==> config.mk <==
export PLATFORM = sky130hd
export DESIGN_NAME = jare_merge
export DESIGN_NICKNAME = d
export VERILOG_FILES = /design/src/rtl/jare_pkg.sv /design/src/rtl/jare_merge.sv
export SDC_FILE = /design/constraint.sdc
export NUM_CORES = 1
export LEC_CHECK = 0
export ABC_AREA = 1
export BUFFER_PORTS_ARGS = -buffer_cell sky130_fd_sc_hd__buf_2
export CAP_MARGIN = 20
export CORE_AREA = 2 2 182 184
export CTS_BUF_LIST = sky130_fd_sc_hd__clkbuf_8
export DETAILED_ROUTE_END_ITERATION = 12
export DIE_AREA = 0 0 184 186
export GPL_TIMING_DRIVEN = 0
export MAX_ROUTING_LAYER = met4
export PLACE_DENSITY = 0.45
export SLEW_MARGIN = 20
export SYNTH_ARGS = -nofsm -noshare
export SYNTH_HDL_FRONTEND = slang
export SYNTH_SLANG_ARGS = --single-unit
export TNS_END_PERCENT = 100
==> constraint.sdc <==
create_clock -name clk -period 28.8 [get_ports clk]
set_clock_uncertainty 0.15 [all_clocks]
set_input_delay 1.44 -clock clk [delete_from_list [all_inputs] [get_ports clk]]
set_output_delay 1.44 -clock clk [all_outputs]
set_load 0.005 [all_outputs]
==> src/rtl/jare_pkg.sv <==
package jare_pkg;

    localparam int CHANNELS_DEF       = 4;
    localparam int WARMUP_SAMPLES_DEF = 4;
    localparam int COEF_FRAC_BITS_DEF = 14;

    localparam int RAW_W   = 24;
    localparam int ANGLE_W = 25;
    localparam int DIFF_W  = 26;
    localparam int COEF_W  = 18;
    localparam int RATE_W  = 32;
    localparam int PROD_W  = COEF_W + DIFF_W;
    localparam int FB_W    = COEF_W + RATE_W;
    localparam int ACC_W   = 52;

    localparam int CFG_ADDR_W = 3;

    localparam logic signed [ANGLE_W-1:0] ANGLE_BIAS = 25'sd8192000;

    localparam logic [CFG_ADDR_W-1:0] REG_FEEDBACK_ONE   = 3'd0;
    localparam logic [CFG_ADDR_W-1:0] REG_FEEDBACK_TWO   = 3'd1;
    localparam logic [CFG_ADDR_W-1:0] REG_DIFF_GAIN_ZERO = 3'd2;
    localparam logic [CFG_ADDR_W-1:0] REG_DIFF_GAIN_ONE  = 3'd3;
    localparam logic [CFG_ADDR_W-1:0] REG_DIFF_GAIN_TWO  = 3'd4;

    localparam logic signed [COEF_W-1:0] FEEDBACK_ONE_RST   = 18'sd27705;
    localparam logic signed [COEF_W-1:0] FEEDBACK_TWO_RST   = 18'sd12005;
    localparam logic signed [COEF_W-1:0] DIFF_GAIN_ZERO_RST = 18'sd17039;
    localparam logic signed [COEF_W-1:0] DIFF_GAIN_ONE_RST  = 18'sd34243;
    localparam logic signed [COEF_W-1:0] DIFF_GAIN_TWO_RST  = 18'sd17039;

    typedef struct packed {
        logic signed [COEF_W-1:0] a1;
        logic signed [COEF_W-1:0] a2;
        logic signed [COEF_W-1:0] b0;
        logic signed [COEF_W-1:0] b1;
        logic signed [COEF_W-1:0] b2;
    } coef_t;

    typedef struct packed {
        logic accept;
        logic advance;
        logic fire;
        logic warm;
    } lane_ctrl_t;

endpackage

==> src/rtl/jare_merge.sv <==
module jare_merge #(
    parameter int CHANNELS    = jare_pkg::CHANNELS_DEF,
    parameter int OUT_TDATA_W = 232
) (
    input  logic                                    clk,
    input  logic                                    rst_n,
    input  logic                                    item_valid,
    input  logic                                    rate_valid,
    input  logic [CHANNELS*jare_pkg::ANGLE_W-1:0]   angles,
    input  logic [CHANNELS*jare_pkg::RATE_W-1:0]    rates,
    input  logic                                    m_axis_tready,
    output logic                                    m_axis_tvalid,
    output logic [OUT_TDATA_W-1:0]                  m_axis_tdata,
    output logic [0:0]                              m_axis_tuser,
    output logic                                    advance
);

    logic                   tvalid_reg;
    logic [OUT_TDATA_W-1:0] tdata_reg;
    logic                   tuser_reg;

    assign advance = !tvalid_reg || m_axis_tready;

    always_ff @(posedge clk or negedge rst_n)
    begin
        if (!rst_n)
        begin
            tvalid_reg <= 1'b0;
        end
        else if (advance)
        begin
            tvalid_reg <= item_valid;
        end
    end

    always_ff @(posedge clk)
    begin
        if (advance && item_valid)
        begin
            tdata_reg <= OUT_TDATA_W'({rates, angles});
            tuser_reg <= rate_valid;
        end
    end

    assign m_axis_tvalid   = tvalid_reg;
    assign m_axis_tdata    = tdata_reg;
    assign m_axis_tuser[0] = tuser_reg;

endmodule

## Word-level counts from Yosys, hierarchy flattened

Cells that the tools add are included.

| storage, ports and cells | value |
|---|---|
| flip-flop bits (word level) | 230 |
| latch bits | 0 |
| RAM bits | 0 |
| ROM bits | 0 |
| bits of input ports | 233 |
| output and inout port bits | 235 |
| memories | 0 |

| cells by class | value |
|---|---|
| $add $sub $neg | 0 |
| multipliers | 0 |
| divide/modulo/power cells | 0 |
| $lt $le $gt $ge | 0 |
| equality and inequality tests | 0 |
| shift operators | 0 |
| multiplexer cells | 0 |
| bitwise operators | 0 |
| reduce and logical (&&, ||, !) cells | 3 |

Operators with widths:

| cell | number |
|---|---|
| logical AND 1 bit | 1 |
| zero test 1 bit | 1 |
| logical OR 1 bit | 1 |

## Logic depth before layout (Yosys ltp)

Gate-level depths: netlist of run 1.

| depth | value |
|---|---|
| word-level depth | 3 |
| depth in mapped cells | 3 |
| depth with buffers taken out | 3 |

## Least setup slack after synthesis of run 1

OpenSTA, ideal clock, no wires.

| path | value |
|---|---|
| kind | input-to-reg |
| start point | input port item_valid |
| end point | register tdata_reg[0] (netlist: m_axis_tdata[0]), enable pin |
| library setup time | 0.894 ns |
| arrival time | 12.468 ns |
| path slack | 15.288 ns |
| stages on the path | 2 |
| cells stage by stage | inv_1 > a21oi_1 |

| on the way | value |
|---|---|
| cells in the longest elaborated chain, start to end | 1 |

RTL lines:

| what | line | source |
|---|---|---|
| start: declaration | jare_merge.sv:7 | `input logic item_valid,` |
| logical AND 1 bit | jare_merge.sv:38 | `if (advance && item_valid)` |
| end signal: assignment | jare_merge.sv:40 | `tdata_reg <= OUT_TDATA_W'({rates, angles});` |
| end: declaration | jare_merge.sv:19 | `logic [OUT_TDATA_W-1:0] tdata_reg;` |

Every way passes these cells.
A chain may end at the register's enable or synchronous reset.

## Worst setup path after layout of run 1

| path | value |
|---|---|
| start point | input port m_axis_tready |
| end point | output port advance |

| on the way | value |
|---|---|
| cells in the longest elaborated chain, start to end | 1 |

RTL lines:

| what | line | source |
|---|---|---|
| start: declaration | jare_merge.sv:11 | `input logic m_axis_tready,` |
| logical OR 1 bit | jare_merge.sv:22 | `assign advance = !tvalid_reg \|\| m_axis_tready;` |
| end: declaration | jare_merge.sv:15 | `output logic advance` |

Every way passes these cells.

==> flow_summary_export.csv, run 1 <==
group,metric,value,unit
clock_tree,root_buffer,"sky130_fd_sc_hd__clkbuf_8",
floorplanning,die_area,34200,sq um
synth,synth_enable_flop_cells,229,
clock_tree,clock_transition_at_the_registers_of_the_reported_paths,0.06,ns
synth,most_frequently_used_flop_master_after_synthesis,"sky130_fd_sc_hd__edfxtp_1",
final_layout,area_growth_syn_to_layout,55.9,%
synth,synth-async-reset-ratio,0.00435,
clock_tree,cts_hold_buffers,0,
route,drt_pre_antenna_iters,4,
synth,post_synth_top_cells,"sky130_fd_sc_hd__edfxtp_1, sky130_fd_sc_hd__buf_4, sky130_fd_sc_hd__inv_1, sky130_fd_sc_hd__nand2_1",
synth,synth_seq_cells,230,
synth,synth_largest_area_cell,"sky130_fd_sc_hd__edfxtp_1",
synth,portion_of_synthesized_cell_area_occupied_by_the_leading_cell_type,0.989,
clock_tree,tritoncts.num_buffers,41,
final_layout,layout.area.seq,6900,sq um
flow_run,maxCapViolations,0,
min_path,holdCritPathClass,"reg -> reg",
global_routing,grt_util_all_layers,0.111,
synth,netlist_instances,240,
critical_path,rr_endpoint,"m_axis_tdata[172]",
global_routing,globalRoute.totalOverflow,0,
global_routing,first_pass_grt_wire_length,27.0,mm
timing,timing.max_slew.rel_slack,0.510,
timing,totalNegativeSetupSlack,0,ns
timing,post-route-min-period,3.45,ns
critical_path,crit_type,"in -> out",
route,drc,0,
power_and_ir_drop,power_density,66.9,nW/um^2
floorplanning,num_rows,66,
route,antenna_violating_nets_post_route,0,
timing,finalHoldViolCount,0,
min_path,whs_path_depth,2,
timing,maxSlewViolCount,0,
floorplanning,fp.coreArea,32200,sq um
clock_tree,tritoncts,"done",
placement,gpl.final_weighted_congestion,0.729,
clock_tree,worst_skew_pair.late_latency,0.51,ns
critical_path,r2r-start,"m_axis_tvalid",
timing,final_min_period_over_clock_period,0.120,
floorplanning,initial_core_util,0.216,
route,drt_first_iter_violations,141,
clock_tree,htree_levels,2,
critical_path,reg2reg_depth,6,
min_path,hold_path.startpoint,"m_axis_tvalid",
floorplanning,dieWidth,184,um
global_routing,grt_pass1_vias,4538,
synth,synthMostInstantiatedCell,"sky130_fd_sc_hd__edfxtp_1",
route,totalWireLength,19.8,mm
critical_path,timing.critical_path.required,27.21,ns
clock_tree,cts.repair.resized,0,
critical_path,critPathCaptureType,"output pin",
critical_path,worstPathMaxFanout,2,
global_routing,grt_start_max_net_pins,26,
outcome,outcome,"finished, final reports clean",
timing,hold_slack,0.503,ns
placement,port_buffer_cells,463,
min_path,min_to,"m_axis_tvalid",
critical_path,setup.reg_to_reg.worst_slack,26.27,ns
synth,synth-warning-count,0,
route,detail_route.vias_per_cell,3.64,
route,drt-wirelength-per-cell,16.5,um
power_and_ir_drop,leakage,4.62,nW
timing,tightestPinTransition,0.734,ns
global_routing,grt_antenna_before_repair,6,
floorplanning,top_level_ports,468,
clock_tree,clock-sinks,230,
final_layout,n_fill_cell,3204,
critical_path,cp-start-kind,"primary input",
final_layout,final_nets,993,
power_and_ir_drop,max-vdd-ir-drop,0.0332,mV
synth,synth_sequential_area_ratio,0.992,
timing,setup_viol,0,
clock_tree,clk_path_buf_depth,3,
route,routed-via-count,4370,
synth,library_cells_used_by_synthesis,7,
synth,synthTopCellsByArea,"sky130_fd_sc_hd__edfxtp_1, sky130_fd_sc_hd__buf_4, sky130_fd_sc_hd__dfrtp_1",
critical_path,crit_arrival,1.86,ns
floorplanning,chipHeight,186,um
placement,hpwlAfterDp,15.4,mm
timing,timing.fmax,0.290,GHz
final_layout,layout-drive-gt1-share,0.669,
synth,post_synth.cell_area_avg,29.0,sq um
clock_tree,count_of_buffers_added_by_post_cts_timing_repair_for_setup,0,
final_layout,multiInputGateArea,38.8,sq um
timing,rsz_0062_raised_after_global_routing,"false",
synth,mappedNetlistArea,6960,sq um
==> cells in the final DEF (no fill, tap or decap), drive strengths merged <==
cell,synthesis,layout
clkbuf,0,41
edfxtp,229,229
conb,1,4
a21oi,1,1
clkinv,0,13
buf,4,478
diode,0,6
nand2,2,2
inv,2,14
dfrtp,1,1
bufinv,0,2
==> worst max path at each step <==
stage | depth (start not counted) | to | from
3_5_place_dp | 8 | m_axis_tdata[127] | item_valid
4_1_cts | 4 | advance | m_axis_tready
2_1_floorplan | 2 | m_axis_tdata[0] | item_valid
3_3_place_gp | 3 | m_axis_tdata[179] | item_valid
5_1_grt | 4 | advance | m_axis_tready
6_report | 4 | advance | m_axis_tready
==> critical path, stage by stage <==
cell and delay (ns):
sky130_fd_sc_hd__buf_2 0.10, sky130_fd_sc_hd__inv_1 0.09, sky130_fd_sc_hd__nand2_1 0.09, sky130_fd_sc_hd__buf_2 0.14
==> layout make-up <==
| cell class | count | area share |
|---|---|---|
| multi-input cells | 7 | 0.00358 |
| plain buffers | 4 | 0.00277 |
| flip-flops and latches | 230 | 0.636 |
| clock buffers | 41 | 0.0520 |
| inverters | 2 | 0.000692 |
| diodes | 6 | 0.00138 |
| repair buffers | 474 | 0.242 |
| well taps | 408 | 0.0471 |
| clock inverters | 27 | 0.0145 |
==> per-layer routing <==
metal  up-vias  GRT usage  share of wire
met5         -          -              0
met4         0     0.0477          0.033
met3        54     0.0458           0.11
met2       277      0.186           0.50
met1      2019      0.117           0.35
li1       2020          -              -
==> stage by stage <==
stage	worst slack, ns	total power [mW]	cells	utilization	instance area (sq um)
2_1_floorplan	15.29	0.420	243	-	6970
3_3_place_gp	9.84	0.461	1114	0.304	9790
3_5_place_dp	25.11	0.456	1125	0.314	10100
4_1_cts	25.36	0.742	1193	0.336	10800
5_1_grt	25.31	0.758	1199	0.337	10800
6_report	25.35	0.725	1199	0.337	10800
==> where the power goes <==
group / internal (mW) / switching (mW) / leakage [nW] / total (mW)
Combinational: 0.0277 / 0.0250 / 2.01 / 0.0527
Sequential: 0.391 / 0.00401 / 2.19 / 0.395
Clock: 0.149 / 0.129 / 0.414 / 0.278
Total: 0.568 / 0.158 / 4.62 / 0.725
==> sequential cells by signal, summed over array words and instances, names as in the netlist <==
signal         cells
m_axis_tdata     228
m_axis_tuser       1
m_axis_tvalid      1
==> cells by family after synthesis <==
kind of cell           count (synthesis)  synth area share
flip-flops                           230             0.992
AND/OR/NAND/NOR                        2           0.00108
other                                  1          0.000539
buffers and inverters                  6           0.00540
AO/OA/AOI/OAI                          1          0.000719
(Power assumes the default switching activity.)
==> inputs of run 2 (changes only) <==
--- a/config.mk
+++ b/config.mk
@@ -5,7 +5,7 @@
 export SDC_FILE = /design/constraint.sdc
 export NUM_CORES = 1
 export LEC_CHECK = 0
-export ABC_AREA = 1
+export ABC_AREA = 0
 export BUFFER_PORTS_ARGS = -buffer_cell sky130_fd_sc_hd__buf_2
 export CAP_MARGIN = 20
 export CORE_AREA = 2 2 182 184
==> constraint.sdc (replaced) <==
create_clock -name clk -period 3.25 [get_ports clk]
set_clock_uncertainty 0.15 [all_clocks]
set_input_delay 0.1625 -clock clk [delete_from_list [all_inputs] [get_ports clk]]
set_output_delay 0.1625 -clock clk [all_outputs]
set_load 0.005 [all_outputs]
==> run 2 against run 1 <==
  * Die area stayed put
  * Final cell count is 18% higher
  * Routed wire length increased by 11%
  * Power rose to 8.9 times the previous value
  * Combinational power grew to 12 times the previous value
  * Sequential power grew to 8.9 times the previous value
  * Global-route usage grew 1.1 points
  * Sequential cell count unchanged
  * Worst hold slack worse by 0.31 ns
  * Via count grew 20%
  * Largest cell class unchanged
==> flow_summary_export.csv, run 2 <==
group,metric,value,unit
route,drt_first_iter_violations,177,
critical_path,critPathCaptureType,"flop",
floorplanning,top_level_ports,468,
timing,tightestPinTransition,0.687,ns
power_and_ir_drop,leakage,5.47,nW
synth,synth-async-reset-ratio,0.00435,
clock_tree,cts.repair.resized,0,
critical_path,reg2reg_depth,5,
min_path,min_to,"m_axis_tdata[148]",
floorplanning,fp.coreArea,32200,sq um
critical_path,worstPathMaxFanout,54,
min_path,hold_path.startpoint,"rates[48]",
timing,rsz_0062_raised_after_global_routing,"false",
clock_tree,htree_levels,2,
placement,port_buffer_cells,463,
synth,most_frequently_used_flop_master_after_synthesis,"sky130_fd_sc_hd__edfxtp_1",
timing,setup_viol,0,
final_layout,final_nets,1216,
global_routing,grt_pass1_vias,5682,
global_routing,grt_util_all_layers,0.122,
timing,hold_slack,0.196,ns
synth,mappedNetlistArea,6960,sq um
timing,post-route-min-period,2.49,ns
synth,netlist_instances,238,
final_layout,area_growth_syn_to_layout,85.3,%
clock_tree,count_of_buffers_added_by_post_cts_timing_repair_for_setup,0,
floorplanning,die_area,34200,sq um
final_layout,n_fill_cell,3033,
synth,synth_largest_area_cell,"sky130_fd_sc_hd__edfxtp_1",
critical_path,timing.critical_path.required,3.29,ns
route,antenna_violating_nets_post_route,0,
timing,final_min_period_over_clock_period,0.767,
synth,library_cells_used_by_synthesis,7,
synth,synth-warning-count,0,
route,totalWireLength,22.0,mm
synth,synthTopCellsByArea,"sky130_fd_sc_hd__edfxtp_1, sky130_fd_sc_hd__buf_4, sky130_fd_sc_hd__dfrtp_1",
floorplanning,dieWidth,184,um
synth,synthMostInstantiatedCell,"sky130_fd_sc_hd__edfxtp_1",
final_layout,layout-drive-gt1-share,0.513,
power_and_ir_drop,max-vdd-ir-drop,0.327,mV
synth,post_synth_top_cells,"sky130_fd_sc_hd__edfxtp_1, sky130_fd_sc_hd__buf_4",
global_routing,grt_antenna_before_repair,1,
critical_path,cp-start-kind,"flop",
floorplanning,num_rows,66,
floorplanning,initial_core_util,0.216,
outcome,outcome,"finished, final reports clean",
final_layout,leading_cell_type_in_the_layout_fill_and_taps_excluded,"sky130_fd_sc_hd__buf_2",
critical_path,rr_endpoint,"m_axis_tdata[40]",
min_path,whs_path_depth,2,
timing,timing.max_slew.rel_slack,0.542,
route,routed-via-count,5253,
global_routing,globalRoute.totalOverflow,0,
timing,maxSlewViolCount,0,
critical_path,setup.reg_to_reg.worst_slack,0.76,ns
clock_tree,clock-sinks,230,
critical_path,crit_type,"reg -> reg",
synth,portion_of_synthesized_cell_area_occupied_by_the_leading_cell_type,0.987,
clock_tree,clock_transition_at_the_registers_of_the_reported_paths,0.06,ns
clock_tree,tritoncts,"done",
clock_tree,tritoncts.num_buffers,40,
global_routing,first_pass_grt_wire_length,30.6,mm
synth,synth_seq_cells,230,
clock_tree,worst_skew_pair.late_latency,0.53,ns
flow_run,maxCapViolations,0,
timing,finalHoldViolCount,0,
clock_tree,root_buffer,"sky130_fd_sc_hd__clkbuf_8",
critical_path,r2r-start,"m_axis_tvalid",
route,drc,0,
synth,post_synth.cell_area_avg,29.3,sq um
critical_path,crit_arrival,2.53,ns
route,drt-wirelength-per-cell,15.6,um
route,drt_pre_antenna_iters,4,
power_and_ir_drop,power_density,501,nW/um^2
final_layout,layout.cells.most_common_list,"sky130_fd_sc_hd__buf_2, sky130_fd_sc_hd__dlygate4sd3_1, sky130_fd_sc_hd__edfxtp_1",
global_routing,grt_start_max_net_pins,56,
placement,pre_cts_slack,0.752,ns
final_layout,largest_register_ffs,228,
clock_tree,clk_path_buf_depth,3,
synth,synth_enable_flop_cells,229,
route,detail_route.vias_per_cell,3.71,
floorplanning,chipHeight,186,um
timing,timing.fmax,0.401,GHz
timing,layout_setup_ws,0.756,ns
placement,gpl.final_weighted_congestion,0.713,
synth,synth_sequential_area_ratio,0.991,
min_path,holdCritPathClass,"in -> reg",
[run 2: changes by cell type after synthesis, sizes merged]
| cell | before | now |
|---|---|---|
| a21oi | 1 | 0 |
| and2 | 0 | 1 |
| nand2b | 0 | 2 |
| nand2 | 2 | 0 |
| inv | 2 | 0 |
[run 2: area by class of cell]
cell class | instances | area (sq um) | share of cell area
antenna | 1 | 2.50 | 0.000194
buffer | 4 | 30.0 | 0.00233
multi-input combinational | 7 | 43.8 | 0.00339
clock inverter | 25 | 100 | 0.00776
clock buffer | 41 | 564 | 0.0437
timing repair buffer | 700 | 4750 | 0.368
sequential | 230 | 6900 | 0.535
tap | 408 | 510 | 0.0396
[run 2: kinds of logic after synthesis]
| family | share of synthesized area |
|---|---|
| AND/OR/NAND/NOR | 0.00413 |
| flip-flops | 0.991 |
| other | 0.000538 |
| buffers and inverters | 0.00431 |
[run 2: critical path: stages (launching register included)]
cell and delay (ns):
sky130_fd_sc_hd__dfrtp_1 0.41, sky130_fd_sc_hd__nand2b_4 0.09, sky130_fd_sc_hd__and2_4 0.57, sky130_fd_sc_hd__buf_16 0.35, sky130_fd_sc_hd__buf_12 0.24, sky130_fd_sc_hd__buf_16 0.26
[run 2: worst max path at each step]
| stage | to | depth (start not counted) | slack, ns | startpoint |
|---|---|---|---|---|
| 2_1_floorplan | m_axis_tdata[0] | 2 | 0.55 | m_axis_tvalid |
| 3_3_place_gp | m_axis_tdata[3] | 2 | -0.17 | m_axis_tvalid |
| 3_5_place_dp | m_axis_tdata[40] | 5 | 0.75 | m_axis_tvalid |
| 4_1_cts | m_axis_tdata[93] | 5 | 0.73 | m_axis_tvalid |
| 5_1_grt | m_axis_tdata[40] | 5 | 0.61 | m_axis_tvalid |
| 6_report | m_axis_tdata[40] | 5 | 0.76 | m_axis_tvalid |
[run 2: where the power goes]
part / internal, mW / leakage, nW / total, mW / switching (mW)
Sequential: 3.46 / 2.19 / 3.50 / 0.0402
Clock: 1.16 / 0.386 / 2.31 / 1.15
Combinational: 0.397 / 2.89 / 0.655 / 0.258
Total: 5.02 / 5.47 / 6.46 / 1.45
[run 2: timing repair]
item	CTS	global route
hold buffers	233	0
endpoints found under the hold margin	231	0
setup endpoints to repair	0	0
[run 2: through the flow]
step / instances / cell area (sq um) / util / power [mW] / setup TNS, ns
floorplan: 241 / 6980 / - / 3.66 / 0
global placement: 1112 / 9800 / 0.304 / 3.99 / -34.15
detailed placement: 1116 / 9910 / 0.308 / 4.00 / 0
CTS: 1415 / 12900 / 0.401 / 6.59 / 0
global route: 1416 / 12900 / 0.401 / 6.77 / 0
finish: 1416 / 12900 / 0.401 / 6.46 / 0
[run 2: per-layer routing]
layer / vias to the layer above / part of all wire / track usage
li1: 2451 / - / -
met5: - / 0 / -
met3: 51 / 0.085 / 0.0382
met2: 292 / 0.53 / 0.224
met1: 2459 / 0.36 / 0.120
met4: 0 / 0.031 / 0.0496
==> inputs of run 3 (changes only) <==
==> constraint.sdc (replaced) <==
create_clock -name clk -period 2.6 [get_ports clk]
set_clock_uncertainty 0.15 [all_clocks]
set_input_delay 0.13 -clock clk [delete_from_list [all_inputs] [get_ports clk]]
set_output_delay 0.13 -clock clk [all_outputs]
set_load 0.005 [all_outputs]
==> run 3 against run 2 <==
  * Die area is the same
  * Combinational power up 26%
  * Sequential cell count unchanged
  * Maximum frequency rose by 9.1%
  * Worst hold slack got worse by 0.061 ns
  * Clock power increased by 47%
  * Critical endpoint is now m_axis_tdata[156]
  * Global-route usage grew 0.21 points
  * Non-clock buffer count up 1
  * Worst setup slack got worse by 0.44 ns
==> flow_summary_export.csv, run 3 (synthesis gave the netlist of run 2 again) <==
group,metric,value,unit
route,antenna_violating_nets_post_route,0,
floorplanning,fp.coreArea,32200,sq um
flow_run,maxCapViolations,0,
timing,post-route-min-period,2.29,ns
min_path,hold_path.startpoint,"angles[90]",
final_layout,final_cell_area,13100,sq um
critical_path,cp-start-kind,"flop",
timing,finalHoldViolCount,0,
placement,post_dp_cell_area,9920,sq um
critical_path,critPathCaptureType,"flop",
timing,totalNegativeSetupSlack,0,ns
critical_path,r2r-start,"m_axis_tvalid",
clock_tree,tritoncts.num_buffers,42,
route,drt_first_iter_violations,184,
outcome,outcome,"finished, final reports clean",
final_layout,layout-drive-gt1-share,0.518,
final_layout,antennaDiodeCount,0,
timing,setup_viol,0,
global_routing,grt_start_max_net_pins,57,
critical_path,rr_endpoint,"m_axis_tdata[156]",
floorplanning,num_rows,66,
timing,maxSlewViolCount,0,
placement,hpwlAfterDp,15.1,mm
clock_tree,count_of_buffers_added_by_post_cts_timing_repair_for_setup,0,
clock_tree,tritoncts,"done",
critical_path,timing.critical_path.required,2.65,ns
global_routing,grt_pass1_vias,5767,
route,detail_route.vias_per_cell,3.71,
placement,port_buffer_cells,463,
min_path,min_to,"m_axis_tdata[90]",
floorplanning,chipHeight,186,um
floorplanning,die_area,34200,sq um
floorplanning,dieWidth,184,um
route,totalWireLength,22.1,mm
global_routing,grt_util_all_layers,0.125,
floorplanning,top_level_ports,468,
global_routing,globalRoute.totalOverflow,0,
final_layout,largest_register_ffs,228,
global_routing,grt_antenna_before_repair,0,
final_layout,final_nets,1219,
route,drc,0,
critical_path,setup.reg_to_reg.worst_slack,0.31,ns
critical_path,worstPathMaxFanout,49,
timing,timing.fmax,0.438,GHz
clock_tree,root_buffer,"sky130_fd_sc_hd__clkbuf_8",
global_routing,first_pass_grt_wire_length,31.0,mm
final_layout,area_growth_syn_to_layout,87.7,%
clock_tree,cts.repair.resized,0,
critical_path,crit_arrival,2.34,ns
placement,gpl.final_weighted_congestion,0.740,
clock_tree,clk_path_buf_depth,3,
power_and_ir_drop,max-vdd-ir-drop,0.460,mV
floorplanning,initial_core_util,0.216,
route,drt-wirelength-per-cell,15.5,um
clock_tree,worst_skew_pair.late_latency,0.55,ns
power_and_ir_drop,power_density,657,nW/um^2
critical_path,reg2reg_depth,5,
route,routed-via-count,5292,
clock_tree,clock-sinks,230,
clock_tree,htree_levels,2,
power_and_ir_drop,leakage,5.55,nW
final_layout,leading_cell_type_in_the_layout_fill_and_taps_excluded,"sky130_fd_sc_hd__buf_2",
route,drt_pre_antenna_iters,4,
timing,final_min_period_over_clock_period,0.879,
min_path,holdCritPathClass,"in -> reg",
critical_path,crit_type,"reg -> reg",
min_path,whs_path_depth,2,
clock_tree,clock_transition_at_the_registers_of_the_reported_paths,0.06,ns
final_layout,layout.cells.most_common_list,"sky130_fd_sc_hd__buf_2, sky130_fd_sc_hd__dlygate4sd3_1, sky130_fd_sc_hd__edfxtp_1",
timing,rsz_0062_raised_after_global_routing,"false",
[run 3: changes by cell type in the layout (fill, tap and decap cells not counted), sizes merged]
cell      delta
clkinvlp     +2
clkbuf       +3
diode        -1
buf          +1
inv          +2
bufinv       +3
[run 3: how the worst max path moves through the flow]
| stage | start | end | slack (ns) |
|---|---|---|---|
| after floorplan | m_axis_tvalid | m_axis_tdata[0] | -0.09 |
| after CTS | m_axis_tvalid | m_axis_tdata[220] | 0.30 |
| after global routing | m_axis_tvalid | m_axis_tdata[161] | 0.17 |
| final | m_axis_tvalid | m_axis_tdata[156] | 0.31 |
| after global placement | m_axis_tvalid | m_axis_tdata[112] | -0.83 |
| after detailed placement | m_axis_tvalid | m_axis_tdata[26] | 0.33 |
[run 3: repair_timing]
| item | in CTS | in global routing |
|---|---|---|
| hold buffers | 233 | 0 |
| setup endpoints to repair | 0 | 0 |
| endpoints found under the hold margin | 238 | 0 |
[run 3: where the power goes]
part | switching, mW | internal [mW] | total (mW) | leakage (nW)
Clock | 1.52 | 1.87 | 3.39 | 0.460
Combinational | 0.327 | 0.499 | 0.826 | 2.89
Sequential | 0.0493 | 4.33 | 4.38 | 2.19
[run 3: critical path, stage by stage (launching register included)]
cell and delay [ns]:
sky130_fd_sc_hd__dfrtp_1 0.40, sky130_fd_sc_hd__nand2b_4 0.09, sky130_fd_sc_hd__and2_4 0.42, sky130_fd_sc_hd__buf_12 0.26, sky130_fd_sc_hd__buf_12 0.25, sky130_fd_sc_hd__buf_16 0.27
[run 3: area by class of cell]
class                           instances  area, sq um
Multi-Input combinational cell          7         43.8
Buffer                                  4         30.0
Clock buffer                           44          606
Tap cell                              408          510
Fill cell                            2965        19100
Timing Repair Buffer                  701         4760
Sequential cell                       230         6900
Clock inverter                         32          218
[run 3: through the flow]
step,total power [mW],std cells,hold WS (ns),utilization,setup WS (ns)
floorplan,4.57,241,-0.316,-,-0.0928
global placement,4.99,1112,-0.244,0.304,-0.826
detailed placement,5.00,1117,-0.244,0.308,0.327
CTS,8.73,1426,0.0916,0.406,0.303
global route,8.98,1426,0.104,0.406,0.172
finish,8.60,1426,0.134,0.406,0.314
[run 3: per-layer routing]
metal  up-vias  global-route usage  routed length (um)
li1       2468                   -                   -
met1      2476               0.131                8140
met2       303               0.215               11300
met3        45              0.0442                2100
met4         0              0.0474                 555
met5         -                   -                   0
